`src/hdl/hsit_pkg.sv`:
```
// ----------------------------------------------------------------------------
// hsit_pkg
// Shared constants and types for the hashed string intern table core.
// ----------------------------------------------------------------------------
package hsit_pkg;

    localparam int unsigned TABLE_ENTRIES = 256;
    localparam int unsigned LENGTH_BITS   = 16;
    localparam int unsigned IDX_W         = $clog2(TABLE_ENTRIES);
    localparam int unsigned CNT_W         = IDX_W + 1;

    localparam logic [LENGTH_BITS-1:0] LEN_MAX   = '1;
    localparam logic [31:0]            FNV_BASIS = 32'd2166136261;
    localparam logic [31:0]            FNV_PRIME = 32'd16777619;

    typedef enum logic [1:0] {
        ST_FOUND     = 2'd0,
        ST_ADDED     = 2'd1,
        ST_NOT_FOUND = 2'd2,
        ST_REJECT    = 2'd3
    } t_status;

    typedef struct packed {
        logic [31:0]            hash;
        logic [LENGTH_BITS-1:0] len;
        logic                   too_long;
    } t_str_info;

    typedef struct packed {
        logic             done;
        logic             found;
        logic [IDX_W-1:0] idx;
        logic [CNT_W-1:0] count;
    } t_srch_res;

endpackage

```
`src/hdl/hsit_hash.sv`:
```
// ----------------------------------------------------------------------------
// hsit_hash
// FNV-1a byte accumulator: running hash, string length and overflow flag.
// ----------------------------------------------------------------------------
module hsit_hash (
    input  logic               i_clk,
    input  logic               i_rst_n,
    input  logic               i_byte_en,
    input  logic [7:0]         i_byte,
    input  logic               i_clear,
    output hsit_pkg::t_str_info o_str
);

    logic [31:0]                      r_hash, n_hash;
    logic                             r_seen, n_seen;
    logic [hsit_pkg::LENGTH_BITS-1:0] r_len, n_len;
    logic                             r_too_long, n_too_long;
    logic [31:0]                      w_mix;

    assign w_mix = r_hash ^ {24'd0, i_byte};

    always_comb begin
        n_hash     = r_hash;
        n_seen     = r_seen;
        n_len      = r_len;
        n_too_long = r_too_long;
        if (i_byte_en) begin
            n_hash = w_mix * hsit_pkg::FNV_PRIME;
            n_seen = 1'b1;
            if (r_len == hsit_pkg::LEN_MAX) begin
                n_too_long = 1'b1;
            end else begin
                n_len = r_len + 1'b1;
            end
        end
    end

    // Report the string including the byte of this transaction.
    assign o_str.hash     = n_seen ? n_hash : 32'd0;
    assign o_str.len      = n_len;
    assign o_str.too_long = n_too_long;

    always_ff @(posedge i_clk) begin
        if (!i_rst_n || i_clear) begin
            r_hash     <= hsit_pkg::FNV_BASIS;
            r_seen     <= 1'b0;
            r_len      <= '0;
            r_too_long <= 1'b0;
        end else begin
            r_hash     <= n_hash;
            r_seen     <= n_seen;
            r_len      <= n_len;
            r_too_long <= n_too_long;
        end
    end

endmodule

```
`config.mk`:
```
export PLATFORM = sky130hd
export DESIGN_NAME = hsit_hash
export DESIGN_NICKNAME = d
export VERILOG_FILES = /design/src/hdl/hsit_pkg.sv /design/src/hdl/hsit_hash.sv
export SDC_FILE = /design/constraint.sdc
export NUM_CORES = 1
export LEC_CHECK = 0
export BUFFER_PORTS_ARGS = -buffer_cell sky130_fd_sc_hd__buf_2
export CORE_MARGIN = 2
export CORE_UTILIZATION = 40
export DETAILED_ROUTE_END_ITERATION = 8
export HOLD_SLACK_MARGIN = 0.12
export PLACE_DENSITY = 0.56
export SKIP_CTS_REPAIR_TIMING = 1
export SLEW_MARGIN = 20
export SYNTH_ARGS = -nofsm -noshare
export SYNTH_HDL_FRONTEND = slang
export SYNTH_SLANG_ARGS = --single-unit
export TNS_END_PERCENT = 30
```
`constraint.sdc`:
```
create_clock -name i_clk -period 15.65 [get_ports i_clk]
set_clock_uncertainty 0.1 [all_clocks]
set_input_delay 2.3475 -clock i_clk [delete_from_list [all_inputs] [get_ports i_clk]]
set_output_delay 2.3475 -clock i_clk [all_outputs]
set_load 0.05 [all_outputs]
```
**Yosys cells after proc, flatten, opt, wreduce, memory -nomap -nowiden**

Index checks and enable logic that the tools add are counted.

- $add $sub $neg: 1
- Multiply operators: 1
- Equal/unequal tests: 1
- Muxes and demuxes: 7
- Bitwise operators: 1
- Reductions and logical operators: 2

Operators with widths:

| kind | number |
|---|---|
| two-way mux 32 bit | 2 |
| multiplier 32 x 25 -> 32 bit, second input constant | 1 |
| two-way mux 16 bit | 2 |
| bitwise XOR 32 x 8 -> 32 bit | 1 |
| adder 16 x 1 -> 16 bit, second input constant | 1 |
| == test 16 bit, second input constant | 1 |
| two-way mux 1 bit | 3 |
| zero test 1 bit | 1 |
| logical OR 1 bit | 1 |

- Flip-flop bits (word level): 50
- Bits of input ports: 12
- Output and inout port bits: 49
- Logic and storage cells: 17

**Logic depth before layout (Yosys ltp)**

Gate-level depths: netlist of run 1.

- Word-level depth: 4
- Depth in mapped cells: 21
- Gate-level depth less buffers: 20

**Worst setup path after synthesis of run 1**

No wires, ideal clock.

- Path kind: input port to output port
- Start: input port i_byte[7]
- End: output port o_str[48] (netlist bit)
- Arrival: 7.680 ns
- Required time: 13.203 ns
- Path slack: 5.522 ns
- Stages: 19
- Path buffers: 0
- Path through: xor2_1 ha_1 ha_1 fa_1 ha_1 fa_1 ha_1 inv_1 fa_1 inv_1 ha_1 o21ai_0 a21oi_1 nor2_2 or3_4 a31oi_4 a311oi_2 xor2_1 o21ai_1

RTL lines:

| element | RTL line | text |
|---|---|---|
| from (decl) | hsit_hash.sv:9 | `input logic [7:0] i_byte,` |
| to (decl) | hsit_hash.sv:11 | `output hsit_pkg::t_str_info o_str` |

==> impl_metrics.env, run 1 <==
export IMPL_start_kind="input pin"
export IMPL_synth_edf_count=0
export IMPL_yosysSeqAreaShare_pct=12.5
export IMPL_yosys_warnings=0
export IMPL_ys_seq_elements=50
export IMPL_die_w_um=146
export IMPL_overflow=0
export IMPL_antenna_left=0
export IMPL_root_buffer="clkbuf_16"
export IMPL_io_pins=61
export IMPL_synth_top_family_by_area="adder cells"
export IMPL_clk_transition_reported_paths_ps=80
export IMPL_worstPathArrival_ps=8270
export IMPL_cp_slowest_cell="xor2_1"
export IMPL_diodes=0
export IMPL_cts_buffers_inserted=5
export IMPL_fmax_mhz=93.3
export IMPL_crit_top_cell="ha_1"
export IMPL_syn_area_um2=8010
export IMPL_rows=51
export IMPL_gp_congestion=0.815
export IMPL_outcome="completed"
export IMPL_post_route_min_period_ps=10720
export IMPL_dr_pass1_iters=4
export IMPL_max_stage_delay_ps=680
export IMPL_hold_violations=0
export IMPL_grt_pass1_wl_um=32600
export IMPL_cts_tree="built"
export IMPL_drive_above_1_share_pct=10.1
export IMPL_fin_tns_setup_ps=0
export IMPL_syn_instance_count=902
export IMPL_yosys_cell_types_count=61
export IMPL_insertion_delay_ps=310
export IMPL_fillers=1978
export IMPL_die_y_um=146
export IMPL_antenna_found_initial=0
export IMPL_path_cells="buf_2 -> xor2_1 -> ha_1 -> ha_1 -> fa_1 -> ha_1 -> fa_1 -> ha_1 -> inv_1 -> fa_1 -> inv_1 -> ha_1 -> a21oi_1 -> o21a_1 -> a21boi_0 -> a41oi_1 -> a31oi_1 -> a21oi_1 -> xor2_1 -> o21ai_1 -> buf_2"
export IMPL_yosys_area_share_simple_pct=12.3
export IMPL_crit_path_start="i_byte[7]"
export IMPL_start_util_pct=40.9
export IMPL_max_slew_margin_pct=42.8
export IMPL_finalCritPeriodShare_pct=68.5
export IMPL_critPathRequiredTime_ps=13200
export IMPL_via_per_inst=4.93
export IMPL_synth_top_flop_cell="dfxtp_1"
export IMPL_drt_iter0_markers=187
export IMPL_dieArea_um2=21200
export IMPL_synthArstFlopShare_pct=0
export IMPL_grt_pass1_vias=6172
export IMPL_cts_sinks=50
export IMPL_hp_class="flop to flop"
export IMPL_hold_ws_ps=408
export IMPL_rsz0062_at_grt="no"
export IMPL_tightest_slew_ps=855
export IMPL_syn_avg_cell_area_um2=8.88
export IMPL_grt_usage_pct=19.5
export IMPL_synth_compound_area_share_pct=9.56
export IMPL_num_vias=6030
export IMPL_setup_viol=0
export IMPL_clock_path_buffers=2
export IMPL_yosys_area_share_xor_xnor_pct=6.89
export IMPL_min_delay_start="r_hash[6]$_SDFF_PP1_"
export IMPL_wire_per_inst_um=16.4
export IMPL_area_growth_pct=8.84
export IMPL_cap_violations=0
export IMPL_path_max_fanout=7
export IMPL_wirelength_um=20000
export IMPL_maxSlewViolCount=0
export IMPL_coreArea_um2=19600
export IMPL_yosys_area_share_adder_pct=47.4
export IMPL_grt_max_degree=51
export IMPL_end_kind="output pin"
export IMPL_port_buffer_count=60
export IMPL_syn_num_nets=1173
export IMPL_synth_mux_area_share_pct=1.61
export IMPL_final_nets=1227
export IMPL_drc=0
export IMPL_dp_hpwl_um=16500
export IMPL_htree_levels=2
export IMPL_rr_startpoint="r_hash[7]$_SDFF_PP1_"
export IMPL_critPathKind="input pin to output pin"
==> worst paths after layout <==
| check | slack [ps] | cells after the start | end |
|---|---|---|---|
| worst min register to register | 410 | 2 | r_hash[6]$_SDFF_PP1_ |
| worst max-delay path | 4930 | 21 | o_str[45] |
| worst max register to register | 9590 | 19 | r_hash[30]$_SDFF_PP0_ |
| worst min-delay path | 410 | 2 | r_hash[6]$_SDFF_PP1_ |
==> stage by stage <==
stage / setup slack [ps] / instance area [µm²] / utilization (%) / std cells
3_5_place_dp: 4970 / 8570 / 43.8 / 1214
3_3_place_gp: 5050 / 8570 / 43.8 / 1214
4_1_cts: 4940 / 8720 / 44.5 / 1222
2_1_floorplan: 5520 / 8010 / - / 902
6_report: 4930 / 8720 / 44.5 / 1222
5_1_grt: 4580 / 8720 / 44.5 / 1222
==> cells in the mapped netlist, drive strengths merged, types with 5 or more instances <==
library cell	n	area (µm²)
fa	74	1480
and2	19	119
inv	176	661
mux2i	8	80.1
a21o	10	76.3
xor2	35	307
nand2	88	333
nand3	22	110
ha	185	2310
clkbuf	15	96.3
nand4	6	37.5
dfxtp	50	1000
a31oi	7	65.1
o21ai	22	110
a22o	5	43.8
xnor2	28	245
nor2	33	126
nand2b	6	37.5
nor3	10	55.1
a21oi	46	245
==> critical path: cells and delay by family <==
kind,cells,cell delay [ps]
AO/OA/AOI/OAI,7,1490
XOR/XNOR,2,850
adder cells (fa/ha/maj),8,3080
buffers and inverters,4,490
==> metal layers <==
| layer | wire length [µm] | global-route usage, % | up-vias |
|---|---|---|---|
| li1 | - | - | 3064 |
| met1 | 9750 | 26.9 | 2848 |
| met2 | 9330 | 33.1 | 101 |
| met3 | 650 | 2.38 | 17 |
| met4 | 281 | 3.87 | 0 |
| met5 | 0 | 0 | - |
==> layout make-up <==
type	count	area [µm²]	area share (%)
inverter	177	664	7.62
multi-input combinational	657	6240	71.5
timing repair buffer	65	338	3.87
tap	265	332	3.80
clock inverter	3	25.0	0.287
sequential	50	1000	11.5
clock buffer	5	125	1.43
==> cell families (layout without fill, tap and decap cells) <==
kind of cell / count (synthesis) / count (layout)
adder cells (fa/ha/maj): 259 / 259
AND/OR/NAND/NOR: 207 / 207
buffers and inverters: 195 / 250
AO/OA/AOI/OAI: 116 / 116
XOR/XNOR: 63 / 63
flip-flops: 50 / 50
multiplexers: 12 / 12
==> state kept, by name, summed over array words and instances (netlist names) <==
signal      count
r_hash         32
r_len          16
r_seen          1
r_too_long      1
==> layout by cell type (no fill, tap or decap), types with 4 or more instances in the layout <==
cell       count
a31oi_1        5
inv_1        176
dfxtp_1       50
nand2_1       87
ha_1         185
mux2i_1        8
nor3_1         9
fa_1          74
a21oi_2        4
o21ai_0       20
buf_2         60
xnor2_1       28
a21o_1         9
nand2b_1       6
a21oi_1       42
nor2_1        31
a22o_1         5
xor2_1        35
o21bai_1       4
nand3_1       22
clkbuf_16      5
nand3b_1       4
and2_1        19
buf_4          5
nand4_1        6
and4_1         4
Power of run 1 is not shown: default switching activity piles up to over one toggle a cycle in this logic, so the estimate is an artifact.
==> inputs of run 2 (changes only) <==
Clock period 15.65 ns to 10.1 ns, I/O delays scaled along.
==> run 2 against run 1 <==
Net effect:
- sequential cell count unchanged
- critical path depth stayed put
- sequential share of layout area about the same
- clock-buffer cell count did not move
- non-clock buffer count up 1
- critical path type unchanged
==> impl_metrics.env, run 2 (synthesis gave the netlist of run 1 again) <==
export IMPL_outcome="completed"
export IMPL_dp_hpwl_um=16400
export IMPL_tightest_slew_ps=795
export IMPL_layout_commonest_cell="ha_1"
export IMPL_dr_pass1_iters=4
export IMPL_crit_top_cell="ha_1"
export IMPL_setup_viol=0
export IMPL_grt_usage_pct=19.2
export IMPL_cts_buffers_inserted=5
export IMPL_cts_sinks=50
export IMPL_finalCritPeriodShare_pct=87.3
export IMPL_wl_met2_um=8880
export IMPL_maxSlewViolCount=0
export IMPL_path_cells="buf_2 -> xor2_1 -> ha_1 -> ha_1 -> fa_1 -> ha_1 -> fa_1 -> ha_1 -> inv_1 -> fa_1 -> inv_1 -> ha_1 -> and4_1 -> a21o_1 -> a211o_1 -> a21oi_1 -> o31ai_1 -> a21oi_1 -> mux2_2 -> nand3_1 -> buf_2"
export IMPL_multiInputGateArea_um2=6240
export IMPL_diodes=0
export IMPL_m1WireLength_um=9800
export IMPL_max_slew_margin_pct=46.8
export IMPL_dieArea_um2=21200
export IMPL_wire_per_inst_um=16.1
export IMPL_io_pins=61
export IMPL_final_nets=1228
export IMPL_num_vias=6007
export IMPL_fin_tns_setup_ps=0
export IMPL_grt_max_degree=51
export IMPL_port_buffer_count=60
export IMPL_start_util_pct=40.9
export IMPL_crit_path_start="i_byte[0]"
export IMPL_fmax_mhz=113
export IMPL_end_kind="output pin"
export IMPL_highest_layer="met4"
export IMPL_rsz0062_at_grt="no"
export IMPL_clk_transition_reported_paths_ps=80
export IMPL_path_max_fanout=5
export IMPL_instances_no_fill=1223
export IMPL_hp_class="flop to flop"
export IMPL_root_buffer="clkbuf_16"
export IMPL_die_w_um=146
export IMPL_critPathKind="input pin to output pin"
export IMPL_cp_slowest_cell="xor2_1"
export IMPL_regArea_um2=1000
export IMPL_critPathRequiredTime_ps=8490
export IMPL_area_growth_pct=8.98
export IMPL_htree_levels=2
export IMPL_min_delay_start="r_hash[6]$_SDFF_PP1_"
export IMPL_antenna_found_initial=0
export IMPL_coreArea_um2=19600
export IMPL_hold_violations=0
export IMPL_grt_pass1_vias=6143
export IMPL_clock_path_buffers=2
export IMPL_rows=51
export IMPL_met3_length_um=723
export IMPL_max_stage_delay_ps=640
export IMPL_drive_above_1_share_pct=10.2
export IMPL_wirelength_um=19600
export IMPL_antenna_left=0
export IMPL_placed_cells=1215
export IMPL_fillers=2029
export IMPL_post_route_min_period_ps=8820
export IMPL_start_kind="input pin"
export IMPL_drc=0
export IMPL_top_register="r_hash"
export IMPL_grt_pass1_wl_um=32500
export IMPL_largest_reg_flops=32
export IMPL_overflow=0
export IMPL_drt_iter0_markers=295
export IMPL_rr_startpoint="r_hash[0]$_SDFF_PP1_"
export IMPL_cts_tree="built"
export IMPL_cap_violations=0
export IMPL_insertion_delay_ps=320
export IMPL_gp_congestion=0.854
export IMPL_most_common_layout_cells="ha_1 (185), inv_1 (176), nand2_1 (87)"
export IMPL_via_per_inst=4.91
export IMPL_largestRegisters="r_hash x32, r_len x16"
export IMPL_die_y_um=146
export IMPL_worstPathArrival_ps=7200
## run 2: cell types whose count changed in the layout (fill, tap and decap cells not counted)
cell        change
buf_4           +1
clkinvlp_4      -1
inv_8           +1
## run 2: worst paths after layout
path | endpoint | cells after the start | slack [ps]
worst max-delay path | o_str[41] | 21 | 1280
worst max register to register | r_hash[24]$_SDFF_PP1_ | 19 | 4250
worst min-delay path | r_hash[6]$_SDFF_PP1_ | 2 | 410
worst min register to register | r_hash[6]$_SDFF_PP1_ | 2 | 410
## run 2: critical path, delay by kind of cell
family                   cells  cell delay (ps)
buffers and inverters        4              470
AND/OR/NAND/NOR              2              290
AO/OA/AOI/OAI                5             1170
XOR/XNOR                     1              640
adder cells (fa/ha/maj)      8             2740
multiplexers                 1              380
## run 2: metrics by stage
| stage | cell area [µm²] | hold slack [ps] | util (%) | setup WS (ps) |
|---|---|---|---|---|
| finish | 8730 | 411 | 44.6 | 1280 |
| global route | 8730 | 442 | 44.6 | 1010 |
| CTS | 8730 | 415 | 44.6 | 1310 |
| detailed placement | 8580 | 403 | 43.8 | 1320 |
| global placement | 8580 | 393 | 43.8 | 1420 |
| floorplan | 8010 | 374 | - | 1640 |
## run 2: final cells by class
class	count	area share [%]
clock buffers	5	1.43
clock inverters	3	0.330
inverters	177	7.61
multi-input cells	657	71.4
flip-flops and latches	50	11.5
well taps	265	3.80
repair buffers	66	3.95
## run 2: metal layers
layer	up-vias	track usage [%]
met4	0	4.26
li1	3060	-
met5	-	0
met2	91	31.5
met3	15	1.57
met1	2841	27.8
Power of run 2 is left out for the same reason.
==> inputs of run 3 (changes only) <==
Clock period 10.1 ns to 8.8 ns, I/O delays scaled along.
==> run 3 against run 2 <==
Net effect:
- register-to-register slack worse by 1200 ps
- critical endpoint unchanged
- worst hold slack better by 4.3 ps
- clock-buffer cell count unchanged
- die area unchanged
- sequential share of layout area down 0.091 points
- global-route usage down 0.27 points
- first-iteration DRC count down 6.4%
- cell count up 0.33%
- routed wire length down 2.0%
- highest routed layer unchanged
==> impl_metrics.env, run 3 (synthesis gave the netlist of run 1 again) <==
export IMPL_setup_viol=0
export IMPL_num_vias=5992
export IMPL_critPathRequiredTime_ps=7380
export IMPL_tightest_slew_ps=643
export IMPL_coreArea_um2=19600
export IMPL_grt_util_met3_pct=1.79
export IMPL_holdPathStages=2
export IMPL_dr_pass1_iters=4
export IMPL_via_per_inst=4.88
export IMPL_grt_pass1_wl_um=32000
export IMPL_use_met2_pct=31.8
export IMPL_r2r_cells=19
export IMPL_drt_iter0_markers=276
export IMPL_post_route_min_period_ps=8340
export IMPL_rr_startpoint="r_hash[6]$_SDFF_PP1_"
export IMPL_top_usage_layer="met2"
export IMPL_largestRegisters="r_hash x32, r_len x16"
export IMPL_rows=51
export IMPL_grt_pass1_vias=6252
export IMPL_crit_path_start="i_byte[1]"
export IMPL_drc=0
export IMPL_gp_congestion=0.819
export IMPL_htree_levels=2
export IMPL_drive_above_1_share_pct=10.6
export IMPL_hold_ws_ps=416
export IMPL_largest_reg_flops=32
export IMPL_cts_buffers_inserted=5
export IMPL_cts_tree="built"
export IMPL_most_common_layout_cells="ha_1 (185), inv_1 (176), nand2_1 (87)"
export IMPL_cts_sinks=50
export IMPL_io_pins=61
export IMPL_rsz0062_at_grt="no"
export IMPL_cap_violations=0
export IMPL_die_y_um=146
export IMPL_wirelength_um=19300
export IMPL_cp_depth=21
export IMPL_final_nets=1232
export IMPL_crit_top_cell="ha_1"
export IMPL_start_util_pct=40.9
export IMPL_insertion_delay_ps=320
export IMPL_end_kind="output pin"
export IMPL_wire_per_inst_um=15.7
export IMPL_cp_slowest_cell="fa_1"
export IMPL_dp_hpwl_um=16100
export IMPL_fmax_mhz=120
export IMPL_die_w_um=146
export IMPL_max_stage_delay_ps=530
export IMPL_min_delay_start="r_hash[6]$_SDFF_PP1_"
export IMPL_maxSlewViolCount=0
export IMPL_antenna_found_initial=0
export IMPL_port_buffer_count=60
export IMPL_worstPathArrival_ps=6920
export IMPL_pre_cts_ws_ps=378
export IMPL_start_kind="input pin"
export IMPL_overflow=0
export IMPL_path_cells="buf_2 -> xor2_1 -> ha_1 -> ha_1 -> fa_1 -> ha_1 -> fa_1 -> ha_1 -> inv_1 -> fa_1 -> inv_1 -> ha_1 -> and4_1 -> a21o_1 -> a211o_1 -> a21oi_1 -> o31ai_1 -> a21oi_1 -> mux2_2 -> nand3_1 -> buf_2"
export IMPL_grtUsageMet1_pct=26.4
export IMPL_root_buffer="clkbuf_16"
export IMPL_top_register="r_hash"
export IMPL_hp_class="flop to flop"
export IMPL_outcome="completed"
export IMPL_path_max_fanout=4
export IMPL_diodes=0
export IMPL_clock_path_buffers=2
export IMPL_crit_buf_inv=4
export IMPL_fin_tns_setup_ps=0
export IMPL_critPathKind="input pin to output pin"
export IMPL_worst_slack_ps=459
export IMPL_hold_violations=0
export IMPL_cp_top_family="adder cells"
export IMPL_antenna_left=0
export IMPL_placed_cells=1219
export IMPL_finalCritPeriodShare_pct=94.8
export IMPL_instances_no_fill=1227
export IMPL_dieArea_um2=21200
export IMPL_max_slew_margin_pct=57.1
export IMPL_layout_commonest_cell="ha_1"
export IMPL_area_growth_pct=9.85
export IMPL_grt_max_degree=34
export IMPL_grt_usage_pct=19.0
export IMPL_clk_transition_reported_paths_ps=70
run 3: changes by cell type in the layout (fill, tap and decap cells not counted):
cell       change
bufinv_16      +2
inv_8          -1
buf_4          +4
inv_6          -1
run 3: final cells by class:
type / instances / area [µm²]
inverters: 177 / 664
clock buffers: 5 / 125
fillers: 2043 / 10800
multi-input cells: 657 / 6240
repair buffers: 70 / 375
well taps: 265 / 332
flip-flops and latches: 50 / 1000
clock inverters: 3 / 68.8
run 3: worst paths after layout:
path,end,slack (ps)
max,o_str[41],460
max reg2reg,r_hash[29]$_SDFF_PP0_,3030
min,r_hash[6]$_SDFF_PP1_,420
min reg2reg,r_hash[6]$_SDFF_PP1_,420
run 3: routing by layer:
layer,vias up,part of all wire [%]
li1,3067,-
met1,2827,48
met2,82,46
met3,16,4.5
met4,0,1.7
met5,-,0
run 3: worst min-delay path, cell delays in order (launching register included):
cell and delay (ps):
dfxtp_1 320, nand2_1 70, nand3_1 70
run 3: per-stage QoR:
stage,util (%),area [µm²]
2_1_floorplan,-,8010
3_3_place_gp,43.9,8610
3_5_place_dp,43.9,8610
4_1_cts,44.9,8800
5_1_grt,44.9,8800
6_report,44.9,8800
Power of run 3 is left out for the same reason.
